## src/hdl/cddr_pkg.sv

```systemverilog
`timescale 1ns / 1ps

package cddr_pkg;

   localparam int TOC_ENTRIES_DEF = 128;
   localparam int MAX_RESULTS     = 12;
   localparam int CSR_AW          = 3;
   localparam int CSR_DW          = 24;

   // input function selector
   localparam logic [2:0] FUNC_CMD        = 3'd0;
   localparam logic [2:0] FUNC_HOST_RESET = 3'd1;
   localparam logic [2:0] FUNC_EJECT_BTN  = 3'd2;
   localparam logic [2:0] FUNC_TOC_LOAD   = 3'd3;
   localparam logic [2:0] FUNC_MEDIA      = 3'd4;

   // command opcodes
   localparam logic [7:0] OP_SPIN_UP     = 8'h02;
   localparam logic [7:0] OP_EJECT       = 8'h06;
   localparam logic [7:0] OP_INJECT      = 8'h07;
   localparam logic [7:0] OP_SET_MODE    = 8'h09;
   localparam logic [7:0] OP_READ_DATA   = 8'h10;
   localparam logic [7:0] OP_PATH_CHECK  = 8'h80;
   localparam logic [7:0] OP_READ_ERROR  = 8'h82;
   localparam logic [7:0] OP_READ_ID     = 8'h83;
   localparam logic [7:0] OP_READ_CAP    = 8'h85;
   localparam logic [7:0] OP_DISC_INFO   = 8'h8B;
   localparam logic [7:0] OP_READ_TOC    = 8'h8C;
   localparam logic [7:0] OP_READ_SESS   = 8'h8D;

   // configuration register indexes
   localparam logic [CSR_AW-1:0] CSR_DISC_FORMAT = 3'd0;
   localparam logic [CSR_AW-1:0] CSR_FIRST_TRACK = 3'd1;
   localparam logic [CSR_AW-1:0] CSR_LAST_TRACK  = 3'd2;
   localparam logic [CSR_AW-1:0] CSR_CAPACITY    = 3'd3;
   localparam logic [CSR_AW-1:0] CSR_MULTI_SESS  = 3'd4;

   // status byte bits
   localparam logic [7:0] ST_DOOR    = 8'h80;
   localparam logic [7:0] ST_CADDY   = 8'h40;
   localparam logic [7:0] ST_SPIN    = 8'h20;
   localparam logic [7:0] ST_CHECK   = 8'h10;
   localparam logic [7:0] ST_DOUBLE  = 8'h02;
   localparam logic [7:0] ST_DISC_OK = 8'h01;
   localparam logic [7:0] STATUS_RESET = 8'h90;

   // error codes
   localparam logic [4:0] ERR_RESET     = 5'h12;
   localparam logic [4:0] ERR_DOOR_OPEN = 5'h14;
   localparam logic [4:0] ERR_MEDIA     = 5'h15;

   // response constants
   localparam logic [7:0] ID_BYTE2      = 8'h10;
   localparam logic [7:0] ID_BYTE4      = 8'h01;
   localparam logic [7:0] ID_BYTE5      = 8'h30;
   localparam logic [7:0] ID_BYTE6      = 8'h75;
   localparam logic [7:0] CHECK_PAT0    = 8'hAA;
   localparam logic [7:0] CHECK_PAT1    = 8'h55;
   localparam logic [7:0] SESSION_FLAG  = 8'h80;
   localparam logic [7:0] MODE_SPEED    = 8'h03;
   localparam logic [7:0] MODE_BLOCK    = 8'h00;

   localparam logic [1:0] BLK_SEL_RAW    = 2'b10;
   localparam logic [1:0] BLK_SEL_SUBQ   = 2'b01;
   localparam logic [1:0] BLK_SEL_SUBQ_E = 2'b11;
   localparam logic [15:0] BSIZE_RESET   = 16'd2048;
   localparam logic [15:0] BSIZE_RAW     = 16'd2353;
   localparam logic [15:0] BSIZE_SUBQ    = 16'd2448;
   localparam logic [15:0] BSIZE_SUBQ_E  = 16'd2449;

   localparam int FRAMES_PER_SEC = 75;
   localparam int FRAMES_PER_MIN = 60 * FRAMES_PER_SEC;
   localparam int LBA_OFFSET     = 150;
   localparam int LBA_MAX        = 524287;

   typedef struct packed {
      logic [2:0] func;
      logic [7:0] cmd_code;
      logic [7:0] param0;
      logic [7:0] param1;
      logic [7:0] param2;
      logic [7:0] param3;
      logic [7:0] param4;
      logic [7:0] param5;
      logic       eject_accepted;
      logic [2:0] media_flags;
   } item_type;

   typedef struct packed {
      logic [7:0]  disc_format;
      logic [6:0]  first_track_number;
      logic [6:0]  last_track_number;
      logic [23:0] capacity_msf;
      logic        multi_session_disc;
   } cfg_type;

   typedef struct packed {
      logic [7:0] control_byte;
      logic [7:0] entry_num;
      logic [7:0] minute;
      logic [7:0] second;
      logic [7:0] frm;
   } toc_entry_type;

   typedef struct packed {
      logic                             has_req;
      logic [3:0]                       nbytes;
      logic [MAX_RESULTS-1:0][7:0]      bytes;
      logic signed [19:0]               lba;
      logic [15:0]                      count;
      logic [15:0]                      bsize;
   } frame_type;

endpackage

```

## src/hdl/cddr_out.sv

```systemverilog
`timescale 1ns / 1ps

module cddr_out
   import cddr_pkg::*;
(
   input  logic        clock,
   input  logic        reset,
   input  logic        load,
   input  frame_type   frame,
   output logic        free,
   output logic        rsp_tvalid,
   input  logic        rsp_tready,
   output logic [63:0] rsp_tdata,   // response_byte, read_start_lba, read_block_count,
                                    // block_size_in_use, zero pad
   output logic        rsp_tuser,   // result_kind
   output logic        rsp_tlast
);

   logic                        req_ff;
   logic [3:0]                  cnt_ff;
   logic [MAX_RESULTS-1:0][7:0] bytes_ff;
   logic signed [19:0]          lba_ff;
   logic [15:0]                 count_ff;
   logic [15:0]                 bsize_ff;
   logic                        beat;

   assign rsp_tvalid = req_ff || (cnt_ff != 4'd0);
   assign rsp_tuser  = req_ff;
   assign rsp_tlast  = !req_ff && (cnt_ff == 4'd1);
   assign rsp_tdata  = {4'd0, bsize_ff,
                        req_ff ? count_ff : 16'd0,
                        req_ff ? lba_ff : 20'sd0,
                        req_ff ? 8'd0 : bytes_ff[0]};
   assign beat = rsp_tvalid && rsp_tready;
   assign free = !rsp_tvalid || (rsp_tready && rsp_tlast);

   always_ff @(posedge clock) begin
      if (reset) begin
         req_ff <= 1'b0;
         cnt_ff <= 4'd0;
      end else if (load) begin
         req_ff <= frame.has_req;
         cnt_ff <= frame.nbytes;
      end else if (beat) begin
         if (req_ff) begin
            req_ff <= 1'b0;
         end else begin
            cnt_ff <= cnt_ff - 4'd1;
         end
      end
   end

   always_ff @(posedge clock) begin
      if (load) begin
         bytes_ff <= frame.bytes;
         lba_ff   <= frame.lba;
         count_ff <= frame.count;
         bsize_ff <= frame.bsize;
      end else if (beat && !req_ff) begin
         bytes_ff <= {8'h00, bytes_ff[MAX_RESULTS-1:1]};
      end
   end

   a_load_when_free: assert property (@(posedge clock) disable iff (reset)
      load |-> !rsp_tvalid || (rsp_tready && rsp_tlast))
      else $error("response overwritten before last beat");

   a_load_shows: assert property (@(posedge clock) disable iff (reset)
      load |=> rsp_tvalid)
      else $error("loaded response not presented");

   a_no_early_end: assert property (@(posedge clock) disable iff (reset)
      rsp_tvalid && rsp_tready && !rsp_tlast |=> rsp_tvalid)
      else $error("response ended without last beat");

endmodule
```

## config.mk

```make
export PLATFORM = sky130hd
export DESIGN_NAME = cddr_out
export DESIGN_NICKNAME = d
export VERILOG_FILES = /design/src/hdl/cddr_pkg.sv /design/src/hdl/cddr_out.sv
export SDC_FILE = /design/constraint.sdc
export NUM_CORES = 1
export LEC_CHECK = 0
export BUFFER_PORTS_ARGS = -buffer_cell sky130_fd_sc_hd__clkbuf_2
export CAP_MARGIN = 5
export CORE_MARGIN = 2
export CORE_UTILIZATION = 53
export CTS_CLUSTER_SIZE = 14
export DETAILED_ROUTE_END_ITERATION = 12
export PLACE_DENSITY = 0.95
export SETUP_SLACK_MARGIN = 0.2
export SYNTH_ARGS = -nofsm -noshare
export SYNTH_HDL_FRONTEND = slang
export SYNTH_SLANG_ARGS = --single-unit
```

## constraint.sdc

```tcl
create_clock -name clock -period 11.4 [get_ports clock]
set_input_delay 0.57 -clock clock [delete_from_list [all_inputs] [get_ports clock]]
set_output_delay 0.57 -clock clock [all_outputs]
set_load 0.02 [all_outputs]
```

==> impl_metrics.csv <==
group,metric,value,unit
setup_path,end_kind,"register",
synthesis,syn_area,6205,um2
floorplanning,io_pins,225,
clocking,cts_resized,0,
final_layout,area_growth,29.20,%
timing,final.period_utilization,22.15,%
synthesis,ys_types,26,
power_and_ir_drop,power_switching_share,20.81,%
final_layout,final_util,70.21,%
global_route,track_usage,19.80,%
floorplanning,die_x,112.2,um
floorplanning,die_area,12590,um2
power_and_ir_drop,p_leak,3.359,nW
synthesis,synth_most_common_cell,"edfxtp_1",
setup_path,crit_path_cell_trace,"buf_6 > inv_1 > nand2_4 > buf_4",
synthesis,yosysSeqAreaShare,73.24,%
power_and_ir_drop,p_total,0.001380,W
placement,dpl_worst_slack,8.410,ns
synthesis,syn_area_per_cell,17.63,um2
global_route,grt_max_degree,97,
setup_path,crit_arrival,2.55,ns
final_layout,stdcell_area,8016,um2
power_and_ir_drop,power.switching,0.0002872,W
detailed_routing,drtIter0Drc,271,
final_layout,diodes,0,
final_layout,n_fill_cell,750,
placement,dp_hpwl,8.723,mm
placement,portBuffers,220,
clocking,clk_latency,0.41,ns
clocking,htreeDepth,4,
clocking,cts.sinks,153,
detailed_routing,routed_wl,12.28,mm
timing,hold_violations,0,
floorplanning,num_rows,39,
placement,gp_congestion,0.7989,
detailed_routing,final_antenna_net_count,0,
detailed_routing,num_vias,3802,
min_path,hp-class,"input pin to register",
synthesis,synthTopCellsByArea,"edfxtp_1 72%, mux2_2 16%, and2_1 4.5%, dfxtp_1 1.6%, nor2b_1 1.0%",
timing,relSlewSlack,21.21,%
power_and_ir_drop,clkPwrFrac,38.8,%
setup_path,critPathMaxStageDelay,0.87,ns
synthesis,syn_inst,352,
final_layout,nNetsFinal,737,
power_and_ir_drop,pwr-share-comb,10.1,%
timing,final-setup-viol-count,0,
detailed_routing,dr.pass1.iters,5,
flow_run,max_cap_viol_count,0,
setup_path,cp_max_fo,96,
final_layout,drive_above_1_share,57.39,%
power_and_ir_drop,seqPwrFrac,51.0,%
global_route,antenna_found_initial,0,
setup_path,slowest_stage,"buf_4",
floorplanning,die_y,112.2,um
power_and_ir_drop,p_int,0.001093,W
synthesis,yosysTopAreaCellShare,71.63,%
clocking,cts_buffer_depth,2,
global_route,grt_pass1_vias,3797,
timing,fmax,396.0,MHz
floorplanning,start_util,54.34,%
setup_path,critPathLaunchType,"input pin",
setup_path,path_buf_inv,3,
synthesis,synth-main-ff-cell,"edfxtp_1",
clocking,cts-buffers-inserted,17,
timing,setup_slack,8.874,ns
setup_path,critical-path-top-delay-family,"buffers and inverters",
run_status,status,"finished, final reports clean",
detailed_routing,wl_per_cell,16.78,um
synthesis,yosysTopAreaCell,"edfxtp_1",
global_route,grt_pass1_wl,18.82,mm
synthesis,synth_common_cells,"148 x edfxtp_1, 88 x mux2_2, 45 x and2_1",
detailed_routing,drc,0,
timing,period_needed,2.526,ns
placement,place_area,7423,um2
synthesis,ys_ff_latch,153,
clocking,clockRootBuffer,"clkbuf_16",
clocking,clk_pin_slew,0.06,ns
synthesis,yosys_warnings,0,
global_route,gr-total-overflow,0,
timing,worst_pin_slew,1.182,ns
floorplanning,fp.coreArea,11420,um2
detailed_routing,via_per_inst,5.194,
power_and_ir_drop,powerDensity,172.2,nW/um2
timing,rsz0062_at_grt,"no",
clocking,post_cts_buffers,0,
setup_path,critPathRequiredTime,11.42,ns
synthesis,synth-async-reset-ratio,0,%
setup_path,crit_type,"input pin to register",
power_and_ir_drop,vdd_drop_max,0.1224,mV
synthesis,synth_enable_flop_cells,148,
timing,fin_setup_tns,0,ns
timing,drv_slew,0,
timing,clock_skew,0.006416,ns
clocking,cts_tree,"built",
clocking,hold_buffers,0,
layer usage:
metal	vias up	global-route usage, %	routed length, um
met4	0	6.423	191
met2	192	33.25	6315
met1	1821	22.70	4656
met5	-	0	0
li1	1768	-	-
met3	21	9.125	1119
cells by family (layout without fill, tap and decap cells):
family	after synthesis	in the layout	share of synthesized area, %
flip-flops	153	153	73.24
multiplexers	88	88	15.97
AO/OA/AOI/OAI	9	9	1.109
other	1	4	0.06044
buffers and inverters	24	258	1.875
adder cells (fa/ha/maj)	3	3	0.6050
AND/OR/NAND/NOR	74	74	7.138
power groups by stage:
stage	registers (W)	clock network, W	logic, W
2_1_floorplan	0.000717	0	0.0000781
3_3_place_gp	0.000713	0	0.000131
3_5_place_dp	0.000718	0	0.000138
4_1_cts	0.000707	0.000549	0.000139
5_1_grt	0.000710	0.000576	0.000152
6_report	0.000704	0.000536	0.000140
through the flow:
stage | std cells | hold slack, ns
floorplan | 355 | 0.4950
global placement | 700 | 0.5201
detailed placement | 700 | 0.5344
CTS | 731 | 0.3055
global route | 732 | 0.2998
finish | 732 | 0.3271
final cells by class:
cell class	count	area [um2]	share of cell area, %
clock buffers	19	432.9	5.400
clock inverters	12	132.6	1.654
inverters	4	15.01	0.1873
multi-input cells	178	1563	19.49
flip-flops and latches	153	4544	56.69
well taps	143	178.9	2.232
repair buffers	223	1150	14.34
sequential cells by signal (all words and copies together), names as in the netlist:
| name | flops |
|---|---|
| lba_ff | 20 |
| cnt_ff | 4 |
| bsize_ff | 16 |
| rsp_tuser | 1 |
| bytes_ff | 96 |
| count_ff | 16 |
path summary, 6_finish.rpt:
kind	start	slack, ns	cells after the start	end
min	frame[35]	0.33	1	lba_ff[3]
max	load	8.87	4	bytes_ff[0]
min reg2reg	bytes_ff[26]	0.54	1	bytes_ff[18]
max reg2reg	cnt_ff[0]	8.92	6	bytes_ff[0]
placed cells by master, fill, tap and decap left out, drive strengths merged, types with 4 or more instances in the layout:
master  instances
and2           45
buf             4
clkbuf        238
clkinv          8
conb            4
dfxtp           5
edfxtp        148
inv             4
mux2           88
nand2           5
nor2            4
nor2b          10
worst reg2reg max path, cell delays in order, from the launching register on:
cell	delay [ns]
dfxtp_1	0.36
inv_1	0.10
ha_1	0.25
or3b_2	0.25
nand2_1	0.11
nand2_4	0.09
buf_4	0.87
Power figures use the tool's default switching activity.
