## config.mk

```make
export PLATFORM = sky130hd
export DESIGN_NAME = cddr_core
export DESIGN_NICKNAME = d
export VERILOG_FILES = /design/src/hdl/cddr_pkg.sv /design/src/hdl/cddr_core.sv
export SDC_FILE = /design/constraint.sdc
export NUM_CORES = 1
export LEC_CHECK = 0
export ABC_CLOCK_PERIOD_IN_PS = 10850
export BUFFER_PORTS_ARGS = -buffer_cell sky130_fd_sc_hd__buf_2
export CAP_MARGIN = 20
export CELL_PAD_IN_SITES_DETAIL_PLACEMENT = 1
export CELL_PAD_IN_SITES_GLOBAL_PLACEMENT = 2
export CORE_ASPECT_RATIO = 0.9
export CORE_UTILIZATION = 28
export DETAILED_ROUTE_END_ITERATION = 8
export PLACE_DENSITY_LB_ADDON = 0.3
export SETUP_SLACK_MARGIN = 0.3
export SLEW_MARGIN = 20
export SYNTH_ARGS = -nofsm -noshare
export SYNTH_HDL_FRONTEND = slang
export SYNTH_SLANG_ARGS = --single-unit
```

## constraint.sdc

```tcl
create_clock -name clock -period 10.85 [get_ports clock]
set_input_delay 0.5425 -clock clock [delete_from_list [all_inputs] [get_ports clock]]
set_output_delay 0.5425 -clock clock [all_outputs]
set_load 0.02 [all_outputs]
```

## src/hdl/cddr_pkg.sv

```systemverilog
`timescale 1ns / 1ps

package cddr_pkg;

   localparam int TOC_ENTRIES_DEF = 128;
   localparam int MAX_RESULTS     = 12;
   localparam int CSR_AW          = 3;
   localparam int CSR_DW          = 24;

   // input function selector
   localparam logic [2:0] FUNC_CMD        = 3'd0;
   localparam logic [2:0] FUNC_HOST_RESET = 3'd1;
   localparam logic [2:0] FUNC_EJECT_BTN  = 3'd2;
   localparam logic [2:0] FUNC_TOC_LOAD   = 3'd3;
   localparam logic [2:0] FUNC_MEDIA      = 3'd4;

   // command opcodes
   localparam logic [7:0] OP_SPIN_UP     = 8'h02;
   localparam logic [7:0] OP_EJECT       = 8'h06;
   localparam logic [7:0] OP_INJECT      = 8'h07;
   localparam logic [7:0] OP_SET_MODE    = 8'h09;
   localparam logic [7:0] OP_READ_DATA   = 8'h10;
   localparam logic [7:0] OP_PATH_CHECK  = 8'h80;
   localparam logic [7:0] OP_READ_ERROR  = 8'h82;
   localparam logic [7:0] OP_READ_ID     = 8'h83;
   localparam logic [7:0] OP_READ_CAP    = 8'h85;
   localparam logic [7:0] OP_DISC_INFO   = 8'h8B;
   localparam logic [7:0] OP_READ_TOC    = 8'h8C;
   localparam logic [7:0] OP_READ_SESS   = 8'h8D;

   // configuration register indexes
   localparam logic [CSR_AW-1:0] CSR_DISC_FORMAT = 3'd0;
   localparam logic [CSR_AW-1:0] CSR_FIRST_TRACK = 3'd1;
   localparam logic [CSR_AW-1:0] CSR_LAST_TRACK  = 3'd2;
   localparam logic [CSR_AW-1:0] CSR_CAPACITY    = 3'd3;
   localparam logic [CSR_AW-1:0] CSR_MULTI_SESS  = 3'd4;

   // status byte bits
   localparam logic [7:0] ST_DOOR    = 8'h80;
   localparam logic [7:0] ST_CADDY   = 8'h40;
   localparam logic [7:0] ST_SPIN    = 8'h20;
   localparam logic [7:0] ST_CHECK   = 8'h10;
   localparam logic [7:0] ST_DOUBLE  = 8'h02;
   localparam logic [7:0] ST_DISC_OK = 8'h01;
   localparam logic [7:0] STATUS_RESET = 8'h90;

   // error codes
   localparam logic [4:0] ERR_RESET     = 5'h12;
   localparam logic [4:0] ERR_DOOR_OPEN = 5'h14;
   localparam logic [4:0] ERR_MEDIA     = 5'h15;

   // response constants
   localparam logic [7:0] ID_BYTE2      = 8'h10;
   localparam logic [7:0] ID_BYTE4      = 8'h01;
   localparam logic [7:0] ID_BYTE5      = 8'h30;
   localparam logic [7:0] ID_BYTE6      = 8'h75;
   localparam logic [7:0] CHECK_PAT0    = 8'hAA;
   localparam logic [7:0] CHECK_PAT1    = 8'h55;
   localparam logic [7:0] SESSION_FLAG  = 8'h80;
   localparam logic [7:0] MODE_SPEED    = 8'h03;
   localparam logic [7:0] MODE_BLOCK    = 8'h00;

   localparam logic [1:0] BLK_SEL_RAW    = 2'b10;
   localparam logic [1:0] BLK_SEL_SUBQ   = 2'b01;
   localparam logic [1:0] BLK_SEL_SUBQ_E = 2'b11;
   localparam logic [15:0] BSIZE_RESET   = 16'd2048;
   localparam logic [15:0] BSIZE_RAW     = 16'd2353;
   localparam logic [15:0] BSIZE_SUBQ    = 16'd2448;
   localparam logic [15:0] BSIZE_SUBQ_E  = 16'd2449;

   localparam int FRAMES_PER_SEC = 75;
   localparam int FRAMES_PER_MIN = 60 * FRAMES_PER_SEC;
   localparam int LBA_OFFSET     = 150;
   localparam int LBA_MAX        = 524287;

   typedef struct packed {
      logic [2:0] func;
      logic [7:0] cmd_code;
      logic [7:0] param0;
      logic [7:0] param1;
      logic [7:0] param2;
      logic [7:0] param3;
      logic [7:0] param4;
      logic [7:0] param5;
      logic       eject_accepted;
      logic [2:0] media_flags;
   } item_type;

   typedef struct packed {
      logic [7:0]  disc_format;
      logic [6:0]  first_track_number;
      logic [6:0]  last_track_number;
      logic [23:0] capacity_msf;
      logic        multi_session_disc;
   } cfg_type;

   typedef struct packed {
      logic [7:0] control_byte;
      logic [7:0] entry_num;
      logic [7:0] minute;
      logic [7:0] second;
      logic [7:0] frm;
   } toc_entry_type;

   typedef struct packed {
      logic                             has_req;
      logic [3:0]                       nbytes;
      logic [MAX_RESULTS-1:0][7:0]      bytes;
      logic signed [19:0]               lba;
      logic [15:0]                      count;
      logic [15:0]                      bsize;
   } frame_type;

endpackage

```

## src/hdl/cddr_core.sv

```systemverilog
`timescale 1ns / 1ps

module cddr_core
   import cddr_pkg::*;
#(
   parameter int TOC_ENTRIES = TOC_ENTRIES_DEF
) (
   input  logic          clock,
   input  logic          reset,
   input  logic          go,
   input  item_type      item,
   input  cfg_type       cfg,
   input  toc_entry_type toc_rd,
   input  logic          toc_rd_valid,
   output frame_type     frame,
   output logic          toc_we,
   output logic [7:0]    toc_wtrack,
   output toc_entry_type toc_wdata
);

   logic [7:0]  status_ff, status_in;
   logic [4:0]  err_ff, err_in;
   logic        disc_ff, disc_in;
   logic [15:0] bsize_ff, bsize_in;

   logic [MAX_RESULTS-1:0][7:0] b;
   logic [3:0]    n;
   logic          has_req;
   logic          close_sel;
   logic [7:0]    tray_st;
   logic [4:0]    tray_err;
   logic          tray_disc;
   logic          p0_ok;
   logic          p1_ok;
   logic [15:0]   cnt;
   logic [20:0]   lba_sum;
   logic signed [19:0] lba;
   logic [7:0]    cm, cs, cf;
   toc_entry_type ent;

   assign cm = cfg.capacity_msf[23:16];
   assign cs = cfg.capacity_msf[15:8];
   assign cf = cfg.capacity_msf[7:0];

   assign p0_ok = (item.param0 != 8'd0) && ({1'b0, item.param0} <= 9'(TOC_ENTRIES));
   assign p1_ok = (item.param1 != 8'd0) && ({1'b0, item.param1} <= 9'(TOC_ENTRIES));
   assign ent   = (p1_ok && toc_rd_valid) ? toc_rd : '0;

   assign cnt     = {item.param4, item.param5};
   assign lba_sum = 21'(item.param0) * 21'(FRAMES_PER_MIN)
                  + 21'(item.param1) * 21'(FRAMES_PER_SEC)
                  + 21'(item.param2);
   assign lba     = (lba_sum > 21'(LBA_MAX + LBA_OFFSET)) ? 20'(LBA_MAX)
                                                         : 20'(lba_sum - 21'(LBA_OFFSET));

   // tray move: eject button toggles, command selects by opcode
   assign close_sel = (item.func == FUNC_CMD) ? (item.cmd_code == OP_INJECT)
                                              : ((status_ff & ST_DOOR) == 8'd0);

   always_comb begin
      if (!item.eject_accepted) begin
         tray_st   = status_ff;
         tray_err  = err_ff;
         tray_disc = disc_ff;
      end else if (close_sel) begin
         tray_st   = (status_ff & ~ST_DOOR) | ST_DOOR | ST_CHECK;
         tray_err  = err_ff | ERR_RESET;
         tray_disc = disc_ff;
      end else begin
         tray_st   = (status_ff & ~ST_DOOR) | ST_CHECK;
         tray_err  = err_ff | ERR_MEDIA;
         tray_disc = 1'b0;
      end
   end

   always_comb begin
      status_in = status_ff;
      err_in    = err_ff;
      disc_in   = disc_ff;
      bsize_in  = bsize_ff;
      b         = '0;
      n         = 4'd0;
      has_req   = 1'b0;
      unique case (item.func)
         FUNC_HOST_RESET: begin
            err_in    = err_ff | ERR_RESET;
            status_in = status_ff | ST_CHECK;
         end
         FUNC_EJECT_BTN: begin
            status_in = tray_st;
            err_in    = tray_err;
            disc_in   = tray_disc;
         end
         FUNC_MEDIA: begin
            status_in = item.media_flags[0] ? (status_ff | ST_DISC_OK)
                                            : (status_ff & ~ST_DISC_OK);
            status_in = item.media_flags[1] ? (status_in | ST_CADDY | ST_SPIN)
                                            : (status_in & ~(ST_CADDY | ST_SPIN));
            disc_in   = item.media_flags[2];
         end
         FUNC_CMD: begin
            unique case (item.cmd_code)
               OP_READ_ID: begin
                  b[0]  = OP_READ_ID;
                  b[2]  = ID_BYTE2;
                  b[4]  = ID_BYTE4;
                  b[5]  = ID_BYTE5;
                  b[6]  = ID_BYTE6;
                  b[11] = status_ff;
                  n     = 4'd12;
               end
               OP_EJECT, OP_INJECT: begin
                  status_in = tray_st;
                  err_in    = tray_err;
                  disc_in   = tray_disc;
                  b[0]      = tray_st;
                  n         = 4'd1;
               end
               OP_READ_ERROR: begin
                  status_in = status_ff & ~ST_CHECK;
                  err_in    = 5'd0;
                  b[0]      = OP_READ_ERROR;
                  b[3]      = {3'd0, err_ff};
                  b[9]      = status_ff & ~ST_CHECK;
                  n         = 4'd10;
               end
               OP_PATH_CHECK: begin
                  b[0] = OP_PATH_CHECK;
                  b[1] = CHECK_PAT0;
                  b[2] = CHECK_PAT1;
                  b[3] = status_ff;
                  n    = 4'd4;
               end
               OP_SPIN_UP: begin
                  if (disc_ff) begin
                     if ((status_ff & ST_DOOR) == 8'd0) begin
                        status_in = status_ff | ST_CHECK;
                        err_in    = err_ff | ERR_DOOR_OPEN;
                     end else if ((status_ff & ST_DISC_OK) == 8'd0) begin
                        status_in = status_ff | ST_CHECK;
                        err_in    = err_ff | ERR_MEDIA;
                     end else begin
                        status_in = status_ff | ST_SPIN;
                     end
                     b[0] = OP_SPIN_UP;
                     b[1] = status_in;
                     n    = 4'd2;
                  end
               end
               OP_READ_DATA: begin
                  if (disc_ff && (item.param3 == 8'd0) && (cnt != 16'd0)) begin
                     has_req = 1'b1;
                     b[0]    = OP_READ_DATA;
                     b[1]    = status_ff;
                     n       = 4'd2;
                  end
               end
               OP_DISC_INFO: begin
                  if (disc_ff) begin
                     b[0] = OP_DISC_INFO;
                     b[1] = cfg.disc_format;
                     b[2] = {1'b0, cfg.first_track_number};
                     b[3] = {1'b0, cfg.last_track_number};
                     b[4] = cm;
                     b[5] = cs;
                     b[6] = cf;
                     b[7] = status_ff;
                     n    = 4'd8;
                  end
               end
               OP_READ_TOC: begin
                  if (disc_ff) begin
                     b[0] = OP_READ_TOC;
                     b[2] = ent.control_byte;
                     b[3] = ent.entry_num;
                     b[5] = ent.minute;
                     b[6] = ent.second;
                     b[7] = ent.frm;
                     b[9] = status_ff;
                     n    = 4'd10;
                  end
               end
               OP_READ_SESS: begin
                  if (disc_ff) begin
                     b[0] = OP_READ_SESS;
                     if (cfg.multi_session_disc) begin
                        b[1] = SESSION_FLAG;
                        b[2] = cm;
                        b[3] = cs;
                        b[4] = cf;
                     end
                     b[7] = status_ff;
                     n    = 4'd8;
                  end
               end
               OP_READ_CAP: begin
                  if (disc_ff) begin
                     b[0] = OP_READ_CAP;
                     b[1] = cm;
                     b[2] = cs;
                     b[3] = cf;
                     b[6] = status_ff;
                     n    = 4'd7;
                  end
               end
               OP_SET_MODE: begin
                  if (item.param0 == MODE_SPEED) begin
                     status_in = ((item.param1 & 8'hC0) != 8'd0) ? (status_ff | ST_DOUBLE)
                                                                 : (status_ff & ~ST_DOUBLE);
                  end
                  if (item.param0 == MODE_BLOCK) begin
                     unique case (item.param4[7:6])
                        BLK_SEL_RAW:    bsize_in = BSIZE_RAW;
                        BLK_SEL_SUBQ:   bsize_in = BSIZE_SUBQ;
                        BLK_SEL_SUBQ_E: bsize_in = BSIZE_SUBQ_E;
                        default:        bsize_in = {item.param2, item.param3};
                     endcase
                  end
                  b[0] = OP_SET_MODE;
                  b[1] = status_in;
                  n    = 4'd2;
               end
               default: begin
               end
            endcase
         end
         default: begin
         end
      endcase
   end

   assign frame.has_req = has_req;
   assign frame.nbytes  = n;
   assign frame.bytes   = b;
   assign frame.lba     = lba;
   assign frame.count   = cnt;
   assign frame.bsize   = bsize_in;

   assign toc_we     = go && (item.func == FUNC_TOC_LOAD) && p0_ok;
   assign toc_wtrack = item.param0;
   assign toc_wdata  = '{control_byte: item.param1, entry_num: item.param2,
                         minute: item.param3, second: item.param4, frm: item.param5};

   always_ff @(posedge clock) begin
      if (reset) begin
         status_ff <= STATUS_RESET;
         err_ff    <= ERR_RESET;
         disc_ff   <= 1'b0;
         bsize_ff  <= BSIZE_RESET;
      end else if (go) begin
         status_ff <= status_in;
         err_ff    <= err_in;
         disc_ff   <= disc_in;
         bsize_ff  <= bsize_in;
      end
   end

   a_read_error_clears: assert property (@(posedge clock) disable iff (reset)
      go && (item.func == FUNC_CMD) && (item.cmd_code == OP_READ_ERROR)
      |=> (err_ff == 5'd0) && ((status_ff & ST_CHECK) == 8'd0))
      else $error("read error did not clear check state");

   a_host_reset_flags: assert property (@(posedge clock) disable iff (reset)
      go && (item.func == FUNC_HOST_RESET)
      |=> ((status_ff & ST_CHECK) == ST_CHECK) && ((err_ff & ERR_RESET) == ERR_RESET))
      else $error("host reset did not flag check error");

endmodule

```

==> run metrics, run 1 <==
Detailed Routing Iterations Pass 1=5; # Post-CTS Setup Buffers=0; Synth Register Bits=27; MaxCap Viol Count=0; worst setup path category=input port to primary output; synth warn=0; Clock Power Share=3.7%; DRC=0; CP Launch Type=input port; antenna viol nets, final=0; Adder-Cell Fraction of Synth Area=23.6%; Mapped Avg Cell Area=7.31 um2; Synth area leader=ha_1; period utilization=74.6%; diode count=0; CP peak stage delay=730 ps; HP Class=register to register; WHS=479 ps; CTS Buffer Depth=2; detailed-route via count=8882; largest net degree at the start of global routing=44; Final Skew=2.85 ps; Synth Area in Compound Gates=25.3%; status=finished clean; total power=around 2.4 mW; clock root buffer=clkbuf_16; Max Slew Vio Count=0; Initial Util=roughly 29%; Sink Count=27; post-DR wirelength/cell=20.2 um; post-synthesis mux area share=1.04%; internal power=approximately 950 uW; critical path required time=~10000 ps; Synth top area share=14.2%; Synth Instances=roughly 1100; Worst path slowest cell=a211o_1; Post-synth ARST share=0%; Slew headroom=31.4%; GRT Overall Usage=between 20% and 30%; Sw Share=60.4%; Rows=57; setup TNS=0 ps; Overflow after GRT=0; number of global-route vias before repair=8499; RSZ-0062 raised after global routing=false; # setup viols final=0; Nets=~1600; Psw=between 1 and 1.5 mW; Leak=4.46 nW; Num CTS Buffers=3; worst-margin pin slew=1020 ps; WP data arrival=7560 ps; H-Tree Depth=1; crit-path cells=buf_2 > ha_1 > ha_1 > ha_1 > inv_1 > fa_1 > inv_1 > fa_1 > fa_1 > inv_1 > fa_1 > fa_1 > inv_1 > ha_1 > a21oi_1 > o21ai_1 > xnor2_1 > nand4_1 > a221oi_1 > a211o_1 > and4bb_1 > buf_2; top post-synthesis cells by area=ha_1, fa_1, buf_4, dfxtp_1, inv_1; top cells by count, synth=inv_1, nor2_1, nand2_1; Combinational Power Share=91.9%; Cell variety after synth=87; Post-CTS Resized=0; Top cell by count, worst path=fa_1; Worst Setup End Kind=primary output; cell with the most instances after synthesis=inv_1; sequential share of power=4.4%; XOR/XNOR Fraction of Synth Area=3.90%; largest family of logic cells by synthesized area=compound AO/OA/AOI/OAI gates; Tmin final=8100 ps; fmax=123 MHz; sequential area share after synthesis=~6.9%; WL final=between 30 and 40 mm; Hold Violations, Final=0; ys flop type=dfxtp_1; die height=161 um; PortBufs=335; Synth Cell Area=0.00786 mm2; Pwr per Cell Area=256 mW/mm2; Final HPWL DP=27.5 mm; core area=0.0272 mm2; Max VDD drop=between 0.0002 and 0.0003 V; I/O pins=356; hold buffers post-CTS=0; clock latency on the worst-skew pair=between 200 and 300 ps; CTS tree=built; initial antenna violation count=1; GP Congestion=around 0.84; Die W=179 um; Simple-Gate Fraction of Synth Area=23.1%; worst-path fanout max=20; Area Growth Syn to Fin=18.7%; Initial DRC Count=733; Vias/cell=about 5.4; Worst-path clk slew=70 ps; die area=0.0287 mm2; EDFF count, synth=0; layout cell share with drive strength beyond 1=29.7%; first-pass GRT wire length=50.4 mm
-- logic make-up after synthesis --
| logic type | count (synthesis) |
|---|---|
| buffers and inverters | 244 |
| adders and majority gates | 126 |
| and+or+nand+nor | 365 |
| xor gates and xnor gates | 35 |
| DFF | 27 |
| other | 1 |
| AOI/OAI and AO/OA | 269 |
| muxes | 8 |
-- critical path: cells and delay by family --
kind	cells	cell delay (ps)
XOR/XNOR	1	460
AND/OR/NAND/NOR	2	620
adder cells (fa/ha/maj)	9	3680
buffers and inverters	6	520
AO/OA/AOI/OAI	4	1730
-- cells in the final DEF (no fill, tap or decap), types with 17 or more instances in the layout --
| cell type | instances |
|---|---|
| o21ai_0 | 24 |
| nand2_1 | 93 |
| and3_1 | 24 |
| fa_1 | 37 |
| a21oi_1 | 70 |
| nand4_1 | 17 |
| nor3_1 | 25 |
| nor2_1 | 97 |
| inv_1 | 100 |
| ha_1 | 89 |
| dfxtp_1 | 27 |
| xnor2_1 | 22 |
| nand3_1 | 28 |
| conb_1 | 20 |
| buf_2 | 335 |
| a22oi_1 | 34 |
-- through the flow --
stage                     setup WS (ps)  cell area, um2  instances  utilization [%]
after floorplan                    3780            7930       1094                -
after global placement             2830            9240       1648             33.9
after detailed placement           2760            9240       1648             33.9
after CTS                          2750            9320       1652             34.2
after global routing               2370            9320       1652             34.2
final                              2750            9320       1652             34.2
-- final timing paths --
check	from	to	slack [ps]	cells past startpoint
setup / recovery	item[48]	frame[51]	2750	22
hold / removal	bsize_ff[5]	bsize_ff[5]	480	2
setup reg to reg	disc_ff	err_ff[4]	8580	6
hold reg to reg	bsize_ff[5]	bsize_ff[5]	480	2
-- metal layers --
metal	up-vias	track usage [%]	routed length (um)
met5	-	0	8
met4	2	4.04	543
met3	34	1.37	1640
met2	312	37.7	15900
met1	4326	31.6	15300
li1	4208	-	-
-- power by group through the flow --
stage / Sequential [mW] / Combinational, mW / Clock [mW]
after floorplan: 0.106 / 1.71 / 0
after global placement: 0.108 / 2.18 / 0
after detailed placement: 0.108 / 2.18 / 0
after CTS: 0.106 / 2.20 / 0.0922
after global routing: 0.107 / 2.45 / 0.0955
final: 0.106 / 2.19 / 0.0871
-- registers in the layout, summed over array words and instances, names as in the netlist --
| register | cells |
|---|---|
| err_ff | 4 |
| disc_ff | 1 |
| bsize_ff | 16 |
| status_ff | 6 |
-- cell type report --
type                            instances  area [um2]
Fill cell                            3504       17900
Multi-Input combinational cell        823        6140
Inverter                              101         379
Clock buffer                            4        78.8
Timing Repair Buffer                  343        1740
Tap cell                              354         443
Sequential cell                        27         541
Note: power is estimated with default switching activity, not from simulation.
==> run 2, diff against run 1 <==
--- a/config.mk
+++ b/config.mk
@@ -5,13 +5,13 @@
 export SDC_FILE = /design/constraint.sdc
 export NUM_CORES = 1
 export LEC_CHECK = 0
-export ABC_CLOCK_PERIOD_IN_PS = 10850
+export ABC_CLOCK_PERIOD_IN_PS = 7300
 export BUFFER_PORTS_ARGS = -buffer_cell sky130_fd_sc_hd__buf_2
 export CAP_MARGIN = 20
 export CELL_PAD_IN_SITES_DETAIL_PLACEMENT = 1
 export CELL_PAD_IN_SITES_GLOBAL_PLACEMENT = 2
 export CORE_ASPECT_RATIO = 0.9
-export CORE_UTILIZATION = 28
+export CORE_UTILIZATION = 23
 export DETAILED_ROUTE_END_ITERATION = 8
 export PLACE_DENSITY_LB_ADDON = 0.3
 export SETUP_SLACK_MARGIN = 0.3
==> constraint.sdc (replaced) <==
create_clock -name clock -period 7.3 [get_ports clock]
set_input_delay 0.365 -clock clock [delete_from_list [all_inputs] [get_ports clock]]
set_output_delay 0.365 -clock clock [all_outputs]
set_load 0.02 [all_outputs]
==> run 2 against run 1 <==
Compared with the run above:
- clock skew hardly changed
- wire length is 7.7% higher
- clock-buffer cell count stayed put
- critical path depth is 3 higher
- critical path type unchanged
- combinational power is 89% higher
- largest cell class unchanged
- register-to-register slack worse by 3500 ps
- global-route usage is 3.1 points lower
- critical endpoint unchanged
==> run metrics, run 2 (synthesized netlist as in run 1, its figures left out) <==
Overflow after GRT=0 (unchanged); Rows=63 (+11%); Initial Util=23.6% (-5.2 points); core area=0.0333 mm2 (+22%); R2R Path Start=disc_ff; Num CTS Buffers=3 (unchanged); CP peak stage delay=520 ps (-210 ps); Nets=1606 (+1.7%); die height=177 um (+10%); most frequent cells in the layout=buf_2, inv_1, nor2_1; filler cell count=4207 (+20%); WHS=370 ps (-109 ps); Hold Crit Start=item[0]; Top cell by count, worst path=fa_1; Tmin final=~6800 ps; diode count=0 (unchanged); largest net degree at the start of global routing=44 (unchanged); largest registers=bsize_ff x16, status_ff x6, err_ff x4; CTS Buffer Depth=2 (unchanged); reg2reg path depth=6 (unchanged); worst-path fanout max=8 (-60%); cell family with most CP delay=adder cells; Final HPWL DP=29.4 mm (+6.8%); critical path required time=6930 ps (-3380 ps); Detailed Routing Iterations Pass 1=6 (+1); detailed-route via count=8912 (+0.34%); post-DR wirelength/cell=20.2 um (about the same); CTS tree=built; WP data arrival=6430 ps (-1130 ps); Largest register FFs=16 (unchanged); worst setup slack after placement=61.9 ps (-2700 ps); commonest non-fill, non-tap cell in the layout=buf_2; worst-margin pin slew=1000 ps (-20.0 ps); clock root buffer=clkbuf_16; # setup viols final=0 (unchanged); CP bufs+invs=8 (+2); layout cell share with drive strength beyond 1=34.1% (+4.4 points); antenna viol nets, final=0 (unchanged); GP Congestion=0.846 (+0.69%); fmax=about 150 MHz; initial antenna violation count=0 (-1); Initial DRC Count=546 (-26%); clock latency on the worst-skew pair=270 ps (about the same); DRC=0 (unchanged); Final Skew=2.66 ps (-0.198 ps); Final Cell Area=0.0101 mm2 (+7.9%); HP Class=input port to register; Hold Violations, Final=0 (unchanged); Sink Count=27 (unchanged); period utilization=between 90% and 100%; Pwr per Cell Area=442 mW/mm2 (+73%); Slew headroom=32.9% (+1.5 points); Worst Slack Setup Final=508 ps (-2240 ps); worst r2r dst=err_ff[4]; total power=4.44 mW (+86%); largest reg by FF count=bsize_ff; WHS Endpoint=status_ff[0]; Die W=197 um (+10%); Worst-path clk slew=70 ps (about the same); setup TNS=0 ps (unchanged); worst setup path category=input port to primary output; Max Slew Vio Count=0 (unchanged); placed cell area=0.00947 mm2 (+2.5%); PortBufs=335 (unchanged); H-Tree Depth=1 (unchanged); MaxCap Viol Count=0 (unchanged); hold depth=3 (+1); status=finished clean; GRT Overall Usage=19.4% (-3.1 points); Worst Setup End Kind=primary output; WL final=35.9 mm (+7.7%); Max VDD drop=0.000283 V (-2.2%); first-pass GRT wire length=52.6 mm (+4.4%); I/O pins=356 (unchanged); Area Growth Syn to Fin=28.1%; Leak=4.65 nW (+4.2%); die area=0.0349 mm2 (+21%); Worst path slowest cell=fa_1; RSZ-0062 raised after global routing=false; reg2reg setup slack=5090 ps (-3490 ps); CP Launch Type=input port; number of global-route vias before repair=8697 (+2.3%); Vias/cell=5.01 (-6.9%)
-- run 2: worst register-to-register path: cells and delay by family, from the launching register on --
family             cells  cell delay (ps)
and+or+nand+nor        4              900
AOI/OAI and AO/OA      2              730
DFF                    1              490
-- run 2: stage by stage --
| stage | utilization (%) | std cells |
|---|---|---|
| final | 30.2 | 1780 |
| after global routing | 30.2 | 1780 |
| after CTS | 29.3 | 1774 |
| after detailed placement | 28.5 | 1763 |
| after global placement | 28.5 | 1763 |
| after floorplan | - | 1094 |
-- run 2: how the worst max path moves through the flow --
stage	from	to	slack [ps]	depth (start not counted)
floorplan	item[49]	frame[50]	580	23
global placement	item[49]	frame[51]	180	25
detailed placement	item[49]	frame[51]	60	25
CTS	item[49]	frame[51]	300	26
global route	item[46]	frame[50]	270	24
finish	item[46]	frame[51]	510	25
-- run 2: metal layers --
layer  vias up  share of wire (%)  GRT usage (%)  wire length [um]
met5         -                  0              0                 0
met4         0               0.92           3.10               331
met3        16                4.7           1.92              1700
met2       252                 47           31.3             16900
met1      4396                 47           28.0             17000
li1       4248                  -              -                 -
-- run 2: area by class of cell --
type	count	area [um2]	share of cell area [%]
clock buffer	4	78.8	0.784
inverter	101	382	3.79
multi-input combinational	823	6530	64.9
sequential	27	541	5.37
tap	455	569	5.66
timing repair buffer	370	1960	19.5
-- run 2: timing repair --
| action | CTS | global route |
|---|---|---|
| hold buffers | 0 | 0 |
| setup buffers | 7 | 6 |
| endpoints found under the setup margin | 20 | 20 |
| gates resized for setup | 29 | 40 |
| pin swaps | 7 | 19 |
| hold endpoints to repair | 0 | 0 |
-- run 2: power breakdown --
group          internal, mW  switching (mW)
clock                0.0750          0.0555
combinational          1.72            2.44
sequential            0.152         0.00518
total                  1.95            2.50
==> run 3, diff against run 2 <==
--- a/config.mk
+++ b/config.mk
@@ -14,6 +14,7 @@
 export CORE_UTILIZATION = 23
 export DETAILED_ROUTE_END_ITERATION = 8
 export PLACE_DENSITY_LB_ADDON = 0.3
+export RECOVER_POWER = 100
 export SETUP_SLACK_MARGIN = 0.3
 export SLEW_MARGIN = 20
 export SYNTH_ARGS = -nofsm -noshare
==> run 3 against run 2 <==
Compared with the run above:
- the run now ends with max-capacitance violations, max-slew violations left
- global-route usage is the same
- sequential share of layout area grew 0.13 points
- clock skew is essentially flat
- wire length grew 0.25%
- via count grew 0.89%
- power shrank 0.96%
- final area shrank 2.4%
- hold slack is essentially flat
- sequential power is essentially flat
- core utilization shrank 0.71 points
==> run metrics, run 3 (synthesized netlist as in run 1, its figures left out) <==
GRT Overall Usage=19.4% (unchanged); Worst Setup End Kind=primary output; Sink Count=27 (unchanged); Leak=4.03 nW (-13%); Area Growth Syn to Fin=25.0%; WP data arrival=6510 ps (+80 ps); hold buffers post-CTS=0 (unchanged); WL final=36.0 mm (+0.25%); Final HPWL DP=29.4 mm (unchanged); internal power=1.93 mW (-1.0%); CP Launch Type=input port; number of global-route vias before repair=8697 (unchanged); most frequent cells in the layout=clkbuf_1, buf_2, inv_1; worst-path fanout max=8 (unchanged); commonest non-fill, non-tap cell in the layout=clkbuf_1; detailed-route via count=8991 (+0.89%); Clock Power Share=3.0% (about the same); Max VDD drop=0.000278 V (-1.5%); Psw=2.47 mW (-0.91%); Slew headroom=-44.3% (-77 points); filler cell count=4295 (+2.1%); worst r2r dst=err_ff[4]; failing checks=max-capacitance violations, max-slew violations; Detailed Routing Iterations Pass 1=8 (+2); period utilization=94.2% (+1.1 points); Worst setup endpoint=frame[51]; RSZ-0062 raised after global routing=false; reg2reg path depth=6 (unchanged); largest reg by FF count=bsize_ff; Initial DRC Count=456 (-16%); first-pass GRT wire length=52.6 mm (unchanged); post-DR wirelength/cell=20.2 um (+0.25%); Hold Violations, Final=0 (unchanged); Rows=63 (unchanged); I/O pins=356 (unchanged); initial antenna violation count=0 (unchanged); # setup viols final=0 (unchanged); CP peak stage delay=520 ps (about the same); Max Slew Vio Count=130 (+130); Pwr per Cell Area=448 mW/mm2 (+1.4%); worst-margin pin slew=2160 ps (+1160 ps); largest net degree at the start of global routing=44 (unchanged); MaxCap Viol Count=4 (+4); Combinational Power Share=93.5% (about the same); Top cell by count, worst path=fa_1; DRC=0 (unchanged); H-Tree Depth=1 (unchanged); worst setup slack after placement=61.9 ps (unchanged); critical path required time=6930 ps (about the same); diode count=0 (unchanged); reg2reg setup slack=5090 ps (about the same); R2R Path Start=disc_ff; Register Area=541 um2 (unchanged); Largest register FFs=16 (unchanged); die height=177 um (unchanged); CTS Buffer Depth=2 (unchanged); fmax=145 MHz (-1.2%); Vias/cell=5.05 (+0.89%); sequential share of power=3.6% (about the same); PortBufs=335 (unchanged); CP startpoint=item[46]; GP Congestion=0.846 (unchanged); Initial Util=23.6% (unchanged); Overflow after GRT=0 (unchanged); core area=0.0333 mm2 (unchanged); die area=0.0349 mm2 (unchanged); status=finished, violations left; Tmin final=6870 ps (+82.1 ps); clock root buffer=clkbuf_16; Worst Slack Setup Final=426 ps (-82.1 ps); Worst-path clk slew=70 ps (about the same); clock latency on the worst-skew pair=270 ps (about the same); area of the multi-input gates=0.00651 mm2 (-0.31%); Sw Share=56.2% (about the same); setup TNS=0 ps (unchanged); HP Class=input port to register; largest registers=bsize_ff x16, status_ff x6, err_ff x4; Final Skew=2.88 ps (+0.222 ps); Nets=1606 (unchanged); layout cell share with drive strength beyond 1=21.3% (-13 points); CTS tree=built; Num CTS Buffers=3 (unchanged); Hold Crit Start=item[0]; worst setup path category=input port to primary output; Worst path slowest cell=fa_1; antenna viol nets, final=0 (unchanged); Die W=197 um (unchanged)
run 3: changes by cell type in the layout (fill, tap and decap cells not counted):
cell / delta
buf_4: -3
o41ai_1: +1
and2_1: -1
buf_2: -165
a211oi_4: -1
clkbuf_1: +168
a211oi_2: +1
nor3_2: -1
o41ai_2: -1
nor3_1: +1
and2_0: +1
run 3: how the worst min path moves through the flow:
stage	to	slack (ps)	cells past startpoint
after detailed placement	bsize_ff[5]	480	2
after global routing	disc_ff	400	3
after CTS	status_ff[0]	350	3
after global placement	bsize_ff[5]	460	2
final	status_ff[0]	370	3
after floorplan	bsize_ff[5]	450	2
run 3: area by class of cell:
cell class              instances  area share (%)
clock buffers                   4           0.803
repair buffers                370            17.7
multi-input cells             823            66.3
flip-flops and latches         27            5.50
inverters                     101            3.89
well taps                     455            5.80
run 3: timing repair:
| action | in CTS | in global routing |
|---|---|---|
| setup endpoints to repair | 20 | 20 |
| gates cloned | 0 | 0 |
| pin swaps | 7 | 19 |
| endpoints found under the hold margin | 0 | 0 |
| buffers inserted | 7 | 6 |
| resized for setup | 29 | 40 |
run 3: layer usage:
| metal | global-route usage, % | routed length [um] | share of wire (%) |
|---|---|---|---|
| met5 | 0 | 0 | 0 |
| met4 | 3.10 | 337 | 0.94 |
| met3 | 1.92 | 1590 | 4.4 |
| met2 | 31.3 | 16900 | 47 |
| met1 | 28.0 | 17200 | 48 |
run 3: power by group through the flow:
stage | registers, mW | clock network, mW | logic (mW)
3_5_place_dp | 0.161 | 0 | 3.39
3_3_place_gp | 0.160 | 0 | 3.37
5_1_grt | 0.158 | 0.143 | 4.50
2_1_floorplan | 0.158 | 0 | 2.54
4_1_cts | 0.157 | 0.140 | 3.83
6_report | 0.157 | 0.130 | 4.11
run 3: worst max-delay path, delay by kind of cell:
family | cells | cell delay, ps
adder cells (fa/ha/maj) | 9 | 3390
buffers and inverters | 8 | 860
AND/OR/NAND/NOR | 2 | 320
AO/OA/AOI/OAI | 6 | 1560
run 3: through the flow:
stage	hold slack [ps]	utilization [%]	std cells	power, mW	instance area (um2)
2_1_floorplan	451	-	1094	2.70	7930
3_3_place_gp	461	28.5	1763	3.53	9470
3_5_place_dp	476	28.5	1763	3.56	9470
4_1_cts	351	29.3	1774	4.12	9750
5_1_grt	398	29.5	1780	4.80	9820
6_report	370	29.5	1780	4.40	9820
